### config.mk
export PLATFORM = sky130hd
export DESIGN_NAME = directional_movement_index_unit
export DESIGN_NICKNAME = d
export VERILOG_FILES = /design/src/hdl/dmi_pkg.sv /design/src/hdl/dmi_ndiv.sv /design/src/hdl/dmi_ratio.sv /design/src/hdl/directional_movement_index_unit.sv
export SDC_FILE = /design/constraint.sdc
export NUM_CORES = 2
export LEC_CHECK = 0
export ABC_AREA = 1
export BUFFER_PORTS_ARGS = -buffer_cell sky130_fd_sc_hd__buf_4
export CAP_MARGIN = 0
export CORE_ASPECT_RATIO = 0.75
export CORE_MARGIN = 4
export CORE_UTILIZATION = 50
export CTS_BUF_LIST = sky130_fd_sc_hd__clkbuf_8
export CTS_CLUSTER_DIAMETER = 100
export DETAILED_ROUTE_END_ITERATION = 10
export GPL_TIMING_DRIVEN = 0
export PLACE_DENSITY_LB_ADDON = 0.3
export SYNTH_ARGS = -nofsm -noshare
export SYNTH_HDL_FRONTEND = slang
export SYNTH_SLANG_ARGS = --single-unit
### constraint.sdc
create_clock -name clk -period 14.9 [get_ports clk]
set_input_delay 1.49 -clock clk [delete_from_list [all_inputs] [get_ports clk]]
set_output_delay 1.49 -clock clk [all_outputs]
set_load 0.1 [all_outputs]
### src/hdl/dmi_pkg.sv
`timescale 1ns / 1ps
// ----------------------------------------------------------------------------
// dmi_pkg
// Types and constants shared by the directional movement index block.
// ----------------------------------------------------------------------------
package dmi_pkg;

  localparam int N_W        = 8;
  localparam int CNT_W      = 9;
  localparam int OUT_W      = 23;
  localparam int OUT_FRAC   = 16;
  localparam int PCT_BITS   = OUT_W - OUT_FRAC;
  localparam int OUT_DATA_W = 24;
  localparam int CFG_IDX_W  = 1;
  localparam int CFG_DATA_W = 8;

  localparam logic [CNT_W-1:0]    COUNT_MAX     = 9'd511;
  localparam logic [N_W-1:0]      RESET_PERIODS = 8'd14;
  localparam logic [PCT_BITS-1:0] PCT_SCALE     = 7'd100;
  localparam logic [OUT_W-1:0]    FULL_SCALE    = 23'd6553600;

  typedef enum logic [CFG_IDX_W-1:0] {
    CFG_PERIODS   = 1'b0,
    CFG_DIRECTION = 1'b1
  } dmi_cfg_idx_t;

  typedef enum logic [1:0] {
    SER_PLUS  = 2'd0,
    SER_MINUS = 2'd1,
    SER_RANGE = 2'd2
  } dmi_series_t;

  typedef enum logic [3:0] {
    ST_IDLE,
    ST_PREP,
    ST_ACC,
    ST_DIV_GO,
    ST_DIV_WAIT,
    ST_UPDATE,
    ST_RATIO_GO,
    ST_RATIO_WAIT,
    ST_EMIT
  } dmi_state_t;

endpackage

### src/hdl/dmi_ndiv.sv
`timescale 1ns / 1ps
// ----------------------------------------------------------------------------
// dmi_ndiv
// Bit-serial restoring divider of a wide sum by the 8-bit smoothing length.
// ----------------------------------------------------------------------------
module dmi_ndiv import dmi_pkg::*; #(
  parameter int SUM_W = 56
) (
  input  logic             clk,
  input  logic             rst_n,
  input  logic             start,
  input  logic [SUM_W-1:0] dividend,
  input  logic [N_W-1:0]   divisor,
  output logic [SUM_W-1:0] quotient,
  output logic             done
);

  localparam int CW = $clog2(SUM_W + 1);

  logic [SUM_W-1:0] acc_r;
  logic [N_W-1:0]   rem_r;
  logic [CW-1:0]    cnt_r;
  logic             done_r;
  logic [N_W:0]     trial;
  logic [N_W:0]     diff;
  logic             ge;
  logic [N_W-1:0]   rem_nxt;

  assign trial   = {rem_r, acc_r[SUM_W-1]};
  assign diff    = trial - {1'b0, divisor};
  assign ge      = trial >= {1'b0, divisor};
  assign rem_nxt = ge ? diff[N_W-1:0] : trial[N_W-1:0];

  always_ff @(posedge clk) begin
    if (!rst_n) begin
      cnt_r  <= '0;
      done_r <= 1'b0;
    end else begin
      done_r <= 1'b0;
      if (start) begin
        cnt_r <= CW'(SUM_W);
      end else if (cnt_r != '0) begin
        cnt_r <= cnt_r - CW'(1);
        if (cnt_r == CW'(1)) begin
          done_r <= 1'b1;
        end
      end
    end
  end

  always_ff @(posedge clk) begin
    if (start) begin
      acc_r <= dividend;
      rem_r <= '0;
    end else if (cnt_r != '0) begin
      acc_r <= {acc_r[SUM_W-2:0], ge};
      rem_r <= rem_nxt;
    end
  end

  assign quotient = acc_r;
  assign done     = done_r;

endmodule

### src/hdl/dmi_ratio.sv
`timescale 1ns / 1ps
// ----------------------------------------------------------------------------
// dmi_ratio
// Bit-serial divider giving floor(100 * 2^16 * movement / range).
// ----------------------------------------------------------------------------
module dmi_ratio import dmi_pkg::*; #(
  parameter int SUM_W = 56
) (
  input  logic                      clk,
  input  logic                      rst_n,
  input  logic                      start,
  input  logic [SUM_W+PCT_BITS-1:0] scaled_dm,
  input  logic [SUM_W-1:0]          range_sum,
  output logic [OUT_W-1:0]          quotient,
  output logic                      done
);

  localparam int CW = $clog2(OUT_W + 1);

  logic [SUM_W-1:0] rem_r;
  logic [OUT_W-1:0] low_r;
  logic [OUT_W-1:0] quo_r;
  logic [CW-1:0]    cnt_r;
  logic             done_r;
  logic [SUM_W:0]   trial;
  logic [SUM_W:0]   diff;
  logic             ge;

  assign trial = {rem_r, low_r[OUT_W-1]};
  assign diff  = trial - {1'b0, range_sum};
  assign ge    = trial >= {1'b0, range_sum};

  always_ff @(posedge clk) begin
    if (!rst_n) begin
      cnt_r  <= '0;
      done_r <= 1'b0;
    end else begin
      done_r <= 1'b0;
      if (start) begin
        cnt_r <= CW'(OUT_W);
      end else if (cnt_r != '0) begin
        cnt_r <= cnt_r - CW'(1);
        if (cnt_r == CW'(1)) begin
          done_r <= 1'b1;
        end
      end
    end
  end

  // The upper part of the numerator is already below the range, so only the
  // low bits of the product and the fraction bits produce quotient digits.
  always_ff @(posedge clk) begin
    if (start) begin
      rem_r <= scaled_dm[SUM_W+PCT_BITS-1:PCT_BITS];
      low_r <= {scaled_dm[PCT_BITS-1:0], {OUT_FRAC{1'b0}}};
      quo_r <= '0;
    end else if (cnt_r != '0) begin
      rem_r <= ge ? diff[SUM_W-1:0] : trial[SUM_W-1:0];
      low_r <= {low_r[OUT_W-2:0], 1'b0};
      quo_r <= {quo_r[OUT_W-2:0], ge};
    end
  end

  assign quotient = quo_r;
  assign done     = done_r;

endmodule

### src/hdl/directional_movement_index_unit.sv
`timescale 1ns / 1ps
// ----------------------------------------------------------------------------
// directional_movement_index_unit
// Wilder +DI / -DI over a stream of price bars, with bit-serial dividers.
// ----------------------------------------------------------------------------
//  Channel  Ports                        Beat contents (lowest bit first)
//  in       in_tvalid/tready/tdata/tuser tdata: close, high, low; tuser: clear
//  out      out_tvalid/tready/tdata/tuser tdata: index_percent; tuser: valid
//  cfg      cfg_we/cfg_index/cfg_wdata   0: smoothing periods, 1: direction
//
// A bar that ends the warm-up or falls in the smoothing phase makes three passes
// through the serial divide-by-N unit over the S-bit smoothed sums (S is 56 by
// default) and one through the 23-step ratio divider when a ratio is needed;
// other bars use neither divider. Reset is synchronous; it clears the state,
// bar count, previous bar, sums and output valid and restores the default
// configuration. A result waiting at the output stalls only the finishing step
// of the following bar.
// ----------------------------------------------------------------------------
module directional_movement_index_unit import dmi_pkg::*; #(
  parameter int PRICE_BITS      = 32,
  parameter int EXTRA_FRAC_BITS = 16
) (
  input  logic                                       clk,
  input  logic                                       rst_n,
  input  logic                                       in_tvalid,
  output logic                                       in_tready,
  // close_price, high_price, low_price, zero padding
  input  logic [((3*PRICE_BITS+7)/8)*8-1:0]          in_tdata,
  // clear_first
  input  logic                                       in_tuser,
  output logic                                       out_tvalid,
  input  logic                                       out_tready,
  // index_percent, zero padding
  output logic [OUT_DATA_W-1:0]                      out_tdata,
  // index_valid
  output logic                                       out_tuser,
  input  logic                                       cfg_we,
  input  logic [CFG_IDX_W-1:0]                       cfg_index,
  input  logic [CFG_DATA_W-1:0]                      cfg_wdata
);

  localparam int P      = PRICE_BITS;
  localparam int FULL_W = PRICE_BITS + EXTRA_FRAC_BITS + 8;
  localparam int SW     = (FULL_W > 64) ? 64 : FULL_W;
  localparam int DMW    = SW + PCT_BITS;

  dmi_state_t       state_r, state_nxt;
  logic [N_W-1:0]   periods_r;
  logic             dir_r;
  logic [CNT_W-1:0] bar_count_r;
  logic [P-1:0]     prev_close_r, prev_high_r, prev_low_r;
  logic [P-1:0]     cur_close_r, cur_high_r, cur_low_r;
  logic [SW-1:0]    sum_r [3];
  logic [SW-1:0]    x_r [3];
  dmi_series_t      k_r;
  logic             warm_r, last_r;
  logic [DMW-1:0]   dm100_r;
  logic [OUT_W-1:0] pct_r;
  logic             valid_r;
  logic             out_tvalid_r;
  logic [OUT_W-1:0] out_pct_r;
  logic             out_valid_r;

  logic             div_start, ratio_start, emit_load;
  logic [N_W-1:0]   n_eff;
  logic [CNT_W-1:0] cnt_inc;
  logic             valid_n;
  logic [P-1:0]     dp, dmn, top_p, bot_p, tr_p, dp_k, dmn_k;
  logic [FULL_W-1:0] dp_w, dmn_w, tr_w;
  logic [SW-1:0]    cur_s, cur_x, diff_s, dividend, div_q, applied;
  logic             x_ge_s, div_done, ratio_done;
  logic [SW-1:0]    dm_sel, tr_sum;
  logic [OUT_W-1:0] ratio_q;

  assign n_eff   = (periods_r == '0) ? N_W'(1) : periods_r;
  assign cnt_inc = (bar_count_r == COUNT_MAX) ? bar_count_r : bar_count_r + CNT_W'(1);
  assign valid_n = cnt_inc > {1'b0, n_eff};

  // Movement and true range against the previous bar.
  always_comb begin
    dp    = (cur_high_r > prev_high_r) ? cur_high_r - prev_high_r : '0;
    dmn   = (prev_low_r > cur_low_r) ? prev_low_r - cur_low_r : '0;
    top_p = (cur_high_r > prev_close_r) ? cur_high_r : prev_close_r;
    bot_p = (cur_low_r < prev_close_r) ? cur_low_r : prev_close_r;
    tr_p  = top_p - bot_p;
    dp_k  = (dp > dmn) ? dp : '0;
    dmn_k = (dp > dmn) ? '0 : dmn;
    dp_w  = FULL_W'(dp_k) << EXTRA_FRAC_BITS;
    dmn_w = FULL_W'(dmn_k) << EXTRA_FRAC_BITS;
    tr_w  = FULL_W'(tr_p) << EXTRA_FRAC_BITS;
  end

  always_comb begin
    case (k_r)
      SER_PLUS: begin
        cur_s = sum_r[SER_PLUS];
        cur_x = x_r[SER_PLUS];
      end
      SER_MINUS: begin
        cur_s = sum_r[SER_MINUS];
        cur_x = x_r[SER_MINUS];
      end
      SER_RANGE: begin
        cur_s = sum_r[SER_RANGE];
        cur_x = x_r[SER_RANGE];
      end
      default: begin
        cur_s = '0;
        cur_x = '0;
      end
    endcase
    x_ge_s   = cur_x >= cur_s;
    diff_s   = x_ge_s ? cur_x - cur_s : cur_s - cur_x;
    dividend = warm_r ? cur_s : diff_s;
    applied  = warm_r ? div_q : (x_ge_s ? cur_s + div_q : cur_s - div_q);
  end

  assign dm_sel = dir_r ? sum_r[SER_MINUS] : sum_r[SER_PLUS];
  assign tr_sum = sum_r[SER_RANGE];

  dmi_ndiv #(.SUM_W(SW)) u_ndiv (
    .clk      (clk),
    .rst_n    (rst_n),
    .start    (div_start),
    .dividend (dividend),
    .divisor  (n_eff),
    .quotient (div_q),
    .done     (div_done)
  );

  dmi_ratio #(.SUM_W(SW)) u_ratio (
    .clk       (clk),
    .rst_n     (rst_n),
    .start     (ratio_start),
    .scaled_dm (dm100_r),
    .range_sum (tr_sum),
    .quotient  (ratio_q),
    .done      (ratio_done)
  );

  always_comb begin
    state_nxt = state_r;
    case (state_r)
      ST_IDLE: begin
        if (in_tvalid) begin
          state_nxt = ST_PREP;
        end
      end
      ST_PREP: begin
        state_nxt = (bar_count_r == '0) ? ST_UPDATE : ST_ACC;
      end
      ST_ACC: begin
        state_nxt = (warm_r && !last_r) ? ST_UPDATE : ST_DIV_GO;
      end
      ST_DIV_GO: begin
        state_nxt = ST_DIV_WAIT;
      end
      ST_DIV_WAIT: begin
        if (div_done) begin
          state_nxt = (k_r == SER_RANGE) ? ST_UPDATE : ST_DIV_GO;
        end
      end
      ST_UPDATE: begin
        state_nxt = (valid_n && tr_sum != '0 && dm_sel < tr_sum) ? ST_RATIO_GO : ST_EMIT;
      end
      ST_RATIO_GO: begin
        state_nxt = ST_RATIO_WAIT;
      end
      ST_RATIO_WAIT: begin
        if (ratio_done) begin
          state_nxt = ST_EMIT;
        end
      end
      ST_EMIT: begin
        if (emit_load) begin
          state_nxt = ST_IDLE;
        end
      end
      default: begin
        state_nxt = ST_IDLE;
      end
    endcase
  end

  always_comb begin
    in_tready   = (state_r == ST_IDLE);
    div_start   = (state_r == ST_DIV_GO);
    ratio_start = (state_r == ST_RATIO_GO);
    emit_load   = (state_r == ST_EMIT) && (!out_tvalid_r || out_tready);
  end

  always_ff @(posedge clk) begin
    if (!rst_n) begin
      state_r           <= ST_IDLE;
      periods_r         <= RESET_PERIODS;
      dir_r             <= 1'b0;
      bar_count_r       <= '0;
      prev_close_r      <= '0;
      prev_high_r       <= '0;
      prev_low_r        <= '0;
      sum_r[SER_PLUS]   <= '0;
      sum_r[SER_MINUS]  <= '0;
      sum_r[SER_RANGE]  <= '0;
      out_tvalid_r      <= 1'b0;
    end else begin
      state_r <= state_nxt;
      if (cfg_we) begin
        case (cfg_index)
          CFG_PERIODS:   periods_r <= cfg_wdata;
          CFG_DIRECTION: dir_r     <= cfg_wdata[0];
          default:       periods_r <= periods_r;
        endcase
      end
      if (emit_load) begin
        out_tvalid_r <= 1'b1;
      end else if (out_tready) begin
        out_tvalid_r <= 1'b0;
      end
      case (state_r)
        ST_IDLE: begin
          if (in_tvalid && in_tuser) begin
            bar_count_r      <= '0;
            prev_close_r     <= '0;
            prev_high_r      <= '0;
            prev_low_r       <= '0;
            sum_r[SER_PLUS]  <= '0;
            sum_r[SER_MINUS] <= '0;
            sum_r[SER_RANGE] <= '0;
          end
        end
        ST_ACC: begin
          if (warm_r) begin
            sum_r[SER_PLUS]  <= sum_r[SER_PLUS] + x_r[SER_PLUS];
            sum_r[SER_MINUS] <= sum_r[SER_MINUS] + x_r[SER_MINUS];
            sum_r[SER_RANGE] <= sum_r[SER_RANGE] + x_r[SER_RANGE];
          end
        end
        ST_DIV_WAIT: begin
          if (div_done) begin
            sum_r[k_r] <= applied;
          end
        end
        ST_UPDATE: begin
          bar_count_r  <= cnt_inc;
          prev_close_r <= cur_close_r;
          prev_high_r  <= cur_high_r;
          prev_low_r   <= cur_low_r;
        end
        default: begin
          bar_count_r <= bar_count_r;
        end
      endcase
    end
  end

  always_ff @(posedge clk) begin
    case (state_r)
      ST_IDLE: begin
        cur_close_r <= in_tdata[P-1:0];
        cur_high_r  <= in_tdata[2*P-1:P];
        cur_low_r   <= in_tdata[3*P-1:2*P];
      end
      ST_PREP: begin
        x_r[SER_PLUS]  <= dp_w[SW-1:0];
        x_r[SER_MINUS] <= dmn_w[SW-1:0];
        x_r[SER_RANGE] <= tr_w[SW-1:0];
        warm_r         <= bar_count_r <= {1'b0, n_eff};
        last_r         <= bar_count_r == {1'b0, n_eff};
        k_r            <= SER_PLUS;
      end
      ST_DIV_WAIT: begin
        if (div_done) begin
          case (k_r)
            SER_PLUS:  k_r <= SER_MINUS;
            SER_MINUS: k_r <= SER_RANGE;
            default:   k_r <= SER_PLUS;
          endcase
        end
      end
      ST_UPDATE: begin
        valid_r <= valid_n;
        dm100_r <= DMW'(dm_sel) * DMW'(PCT_SCALE);
        if (!valid_n || tr_sum == '0) begin
          pct_r <= '0;
        end else begin
          pct_r <= FULL_SCALE;
        end
      end
      ST_RATIO_WAIT: begin
        if (ratio_done) begin
          pct_r <= ratio_q;
        end
      end
      ST_EMIT: begin
        if (emit_load) begin
          out_pct_r   <= pct_r;
          out_valid_r <= valid_r;
        end
      end
      default: begin
        pct_r <= pct_r;
      end
    endcase
  end

  assign out_tvalid = out_tvalid_r;
  assign out_tdata  = OUT_DATA_W'(out_pct_r);
  assign out_tuser  = out_valid_r;

endmodule

* Yosys cells after proc, flatten, opt, wreduce, memory -nomap -nowiden
Memory sizes are Yosys's and may differ from the RTL's.
Index checks and enable logic that the tools add are counted.
** Word-level totals
- Bits in registers :: 491
- Latch bits :: 0
- RAM bits :: 264
- Bits in read-only memories :: 0
- Word-level logic and storage cells :: 201
- Memories :: 2
** Memory list
- sum_r :: depth 3, bits a word 56, rd ports 3, clocked after Yosys merged registers in 0, write ports 3, RTL line directional_movement_index_unit.sv:53 : logic [SW-1:0] sum_r [3];
- x_r :: depth 3, bits a word 32, rd ports 3, clocked after Yosys merged registers in 0, write ports 3, RTL line directional_movement_index_unit.sv:54 : logic [SW-1:0] x_r [3];
** Operators by class
- Add/subtract/negate cells :: 15
- Multipliers :: 1
- Div/mod/pow operators :: 0
- $lt $le $gt $ge :: 11
- Eq/ne operators :: 19
- Shifts and indexed selects :: 0
- Multiplexer cells :: 76
- Bitwise logic cells :: 10
- Reduce and logical (&&, ||, !) cells :: 36
** Operators by type and width (count)
- 56-bit two-way mux :: 17
- 56-bit case mux with 3 select lines :: 2
- 56-bit adder :: 4
- 32-bit two-way mux :: 7
- 56-bit subtractor :: 4
- 32-bit case mux with 2 select lines :: 3
- 32-bit greater-than comparator :: 4
- 32-bit subtractor :: 3
- 23-bit two-way mux :: 4
- 56-bit by 5-bit multiplier with 61-bit output, second input constant :: 1
- 57-bit by 56-bit greater-or-equal comparator with 1-bit output :: 1
- 56-bit greater-or-equal comparator :: 1
- 56-bit logical NOT :: 1
- 56-bit less-than comparator :: 1
- 56-bit nonzero test :: 1
- 56-bit OR reduction :: 1
- 23-bit case mux with 2 select lines :: 1
- 4-bit case mux with 9 select lines :: 1
- 32-bit less-than comparator :: 1
- 1-bit two-way mux :: 20
- 4-bit two-way mux :: 5
- 9-bit two-way mux :: 2
- 9-bit case mux with 2 select lines :: 1
- 4-bit by 3-bit equality test with 1-bit output, second input constant :: 4
- 40 further kinds :: 78

* Depth between registers and ports, before layout
- Depth after elaboration :: 8
- Mapped depth :: 52
- Depth with buffers taken out :: 44

* Hierarchy
From an unflattened synthesis, not the netlist that was laid out.
** Second synthesis, totals
- Cells, all modules :: 10636
- Area total of the unflattened synthesis :: 72868.6 µm²
** Modules (own cells, without submodules)
- directional_movement_index_unit :: instances 1, cells an instance 8500, area each 59363.2 µm², seq. area each 16585.9 µm²
- dmi_ratio :: instances 1, cells an instance 1714, area each 9928.3 µm², seq. area each 2472.4 µm²
- dmi_ndiv :: instances 1, cells an instance 422, area each 3577.2 µm², seq. area each 1981.9 µm²

* Worst setup path after synthesis
OpenSTA, ideal clock, no wires.
- Path kind :: reg2reg
- From :: reg state_r[3]
- To :: reg k_r[0], enable pin
- Data arrival time :: 7.890 ns
- Slack :: 6.676 ns
- Cell stages (with the launch flop) :: 6
- Buffers on the path :: 0
- Path through :: dfxtp_1 -> nor2_1 -> inv_1 -> nor3_1 -> inv_1 -> o21ai_0
** On the way
- Longest elaborated chain between the ends :: 3
** Ends and longest elaborated chain
- start, declared :: RTL line directional_movement_index_unit.sv:47 : dmi_state_t state_r, state_nxt;
- start signal, assigned :: RTL line directional_movement_index_unit.sv:206 : state_r <= state_nxt;
- 4-bit by 3-bit equality test with 1-bit output or 4-bit by 1-bit equality test with 1-bit output (tied branches) :: RTL line directional_movement_index_unit.sv:257 : case (state_r)
- 2-bit by 1-bit inequality test with 1-bit output (no source line) or 2-bit nonzero test (tied branches)
- 2-bit AND reduction (no source line) *
- end signal, assigned :: RTL line directional_movement_index_unit.sv:269 : k_r <= SER_PLUS;
- end signal, assigned :: RTL line directional_movement_index_unit.sv:274 : SER_PLUS: k_r <= SER_MINUS;
- end signal, assigned :: RTL line directional_movement_index_unit.sv:275 : SER_MINUS: k_r <= SER_RANGE;
- end, declared :: RTL line directional_movement_index_unit.sv:55 : dmi_series_t k_r;
Every way passes the cells marked *; elsewhere a longest branch is shown, timed or not.
A chain may end at the register's enable or synchronous reset.

==> summary.txt <==
Global route
  • All-layer global routing usage: 0.3557
  • Initial antenna violation count: 15
  • Vias in the first global route: 56500
  • First-pass GRT wire length: 359200 um
  • Largest net degree at the start of global routing: 63
  • GRT overflow: 0

Floorplanning
  • Die span in y: 318.0 um
  • Starting Density: 0.5047
  • DIE AREA: 0.1340 mm2
  • Die width: 421.4 um
  • IO Pins: 138
  • Core area: between 0.1 and 0.15 mm2
  • Num rows: 113

Timing
  • Slew margin rel.: -0.09959
  • Final Hold Fails: 0
  • WHS: 0.4180 ns
  • Setup TNS Final: 0 ns
  • Slew Viols, Final: 9
  • Tightest Pin Transition: 1.632 ns
  • Fmax: 0.08657 GHz
  • Setup-failing EPs final: 0
  • RSZ-0062 raised after global routing: no
  • Fin crit share: 0.7752
  • Min Clock Period, post-route: 11.55 ns
  • Clk_skew: 0.05751 ns

Yosys
  • Post-synth EDFFs: 590
  • Area contributors post-synth: edfxtp_1, ha_1, nand2_1
  • Leading area contributor after synthesis: edfxtp_1
  • Mapped Area: 0.06408 mm2
  • Area share of the largest cell type after synthesis: 0.2765
  • Xor/xnor cell area share of the yosys netlist: 0.03977
  • Most frequent cell after synthesis: nand2_1
  • Post-Synth Simple-Gate Area: 0.1945
  • Post-synthesis cell count: 8441
  • Synth top cells by count: nand2_1, inv_1, a21oi_1
  • Post-synthesis compound-gate area fraction: 0.1837
  • Synth warn: 0
  • Largest family of logic cells by synthesized area: simple AND/OR/NAND/NOR gates
  • Synth unique cells: 83
  • Syn avg cell area: 7.592 um2
  • Synth Area in Adders: 0.1585
  • Fraction of the yosys area taken by sequential cells: 0.3274
  • Post-synthesis mux area share: 0.001308
  • Yosys reg bits: 753
  • Synth async-reset ratio: 0
  • Main flop type after synthesis: edfxtp_1
  • Syn Nets: 9327

Clock tree
  • Post-CTS Setup Bufs: 0
  • Clk Latency, worst-skew pair: 0.92 ns
  • Clk slew on worst S/H paths: around 0.060 ns
  • CTS Buf Count: 134
  • CTS tree: done
  • # resized after CTS: 0
  • Root Driver: clkbuf_8
  • H-tree depth: 4
  • Cts hold-fix bufs: 0
  • Maximum root-to-sink buffer count: 3
  • CTS sink count: 753

Hold path
  • Hold Crit Class: reg2reg

Power
  • Leak: approximately 33 nW
  • Cell area power density: 259.9 mW/mm2
  • Total power: 18.27 mW
  • Peak VDD IR: between 0.0001 and 0.00015 V

Place
  • PortBufs: ~140
  • Post-DP HPWL: 206300 um
  • Cell Area, Placed: 0.06773 mm2
  • Post-placement cell count: 10280
  • Final GP Congestion: 1.044

Worst setup path
  • WP data required: 15.54 ns
  • CP Class: reg2reg
  • Cell mode on critical path: nand2_1
  • CP max FO: 10
  • Worst setup SP type: register
  • CP Capture Type: register
  • Crit path arrival time: 12.20 ns
  • Slowest cell on crit path: clkbuf_1
  • Slowest cell delay on critical path: 0.69 ns

Route
  • DR pass1 iterations: 7
  • Drt wl/cell: 23.57 um
  • Vias per cell: just under 6
  • Routed WL: 248200 um
  • Vias: 62560
  • DR iter-0 viols: 8576
  • Routed Antenna Nets: 0
  • # DRC: 0

Run status
  • Status: finished with violations
  • Failing checks: max-capacitance violations, max-slew violations

Final layout
  • Filler cells: 12360
  • Layout cells sized above 1: 0.06100
  • Non-Filler Instances: 10530
  • Final non-filler cell area: between 0.07 and 0.08 mm2
  • Nets: 9635
  • Area growth, synth to finish: 9.712%

Run
  • Max-Cap Viols: 3
==> power by group <==
| group | leakage, nW | internal (mW) | switching (mW) |
|---|---|---|---|
| clock network | 1.44 | 0.947 | 0.989 |
| registers | 7.16 | 3.36 | 0.553 |
| logic | 24.0 | 3.94 | 8.48 |
| total | 32.6 | 8.25 | 10.0 |
==> cell type report <==
type	count	area, um2	share of cell area
antenna	10	25.02	0.0003559
inverter	1375	5169	0.07352
buffer	213	910.9	0.01296
clock inverter	101	644.4	0.009165
sequential	753	20980	0.2984
tap	1667	2086	0.02967
multi-input combinational	6100	37080	0.5275
clock buffer	138	1899	0.02702
timing repair buffer	172	1505	0.02141
==> registers in the layout (all words and copies together) (netlist names), 9 cells and up <==
register and count:
prev_close_r 32, u_ratio.quotient 23, x_r 96, out_pct_r 23
prev_low_r 32, cur_close_r 32, sum_r 168, pct_r 23
u_ndiv.quotient 56, cur_high_r 32, bar_count_r 9, u_ratio.rem_r 56
cur_low_r 32, dm100_r 61, prev_high_r 32
==> cells by family (layout without fill, tap and decap cells) <==
logic type	Yosys count	count (layout)
DFF	753	753
AOI/OAI and AO/OA	2069	2069
other	1	11
xor gates and xnor gates	291	291
and+or+nand+nor	2956	2956
adders and majority gates	775	775
buffers and inverters	1588	1999
muxes	8	8
==> stage by stage <==
stage               utilization  setup WS [ns]
finish                   0.5537          3.349
global route             0.5536          2.964
CTS                      0.5535          3.984
detailed placement       0.5334          4.001
global placement         0.5291          2.425
floorplan                     -          6.676
==> critical path, delay by kind of cell, from the launching register on <==
family	cells	cell delay [ns]
buffers and inverters	15	4.19
and+or+nand+nor	19	3.64
AOI/OAI and AO/OA	10	2.39
adders and majority gates	2	0.59
DFF	1	0.38
==> path summary, 6_finish.rpt <==
check                            to  cells past startpoint                   start  slack (ns)
max reg2reg  sum_r[0][50]$_DFFE_PP_                     46    k_r[0]$_SDFFCE_PN0P_        3.35
min          out_pct_r[3]$_DFFE_PP_                      0  pct_r[3]$_SDFFCE_PN0P_        0.42
min reg2reg  out_pct_r[3]$_DFFE_PP_                      0  pct_r[3]$_SDFFCE_PN0P_        0.42
max          sum_r[0][50]$_DFFE_PP_                     46    k_r[0]$_SDFFCE_PN0P_        3.35
==> routing by layer <==
layer,wire length (um),GRT usage,share of wire,vias up
met5,32,0,0.00013,-
met3,31070,0.1003,0.13,485
met2,98640,0.4986,0.40,3267
met4,9547,0.1270,0.038,4
met1,108900,0.5197,0.44,29440
li1,-,-,-,29360
==> cell usage in the layout, fill, tap and decap left out, drive strengths merged, types with 9 or more instances in the layout <==
cell type	count
nand2	1555
inv	1416
a21oi	793
o21ai	752
ha	714
nor2	711
edfxtp	590
nand3	403
clkbuf	296
buf	227
xor2	187
dfxtp	163
nor3	105
xnor2	104
o22ai	83
a31oi	80
nand4	64
fa	61
or2	57
clkinv	52
nor4	40
o21a	39
o211ai	39
a21o	36
a32o	36
o32ai	35
a21boi	31
a211oi	28
o221ai	24
o21bai	19
a22oi	18
o31ai	11
diode	10
nand3b	9
a221oi	9
Note: power is estimated with default switching activity, not from simulation.
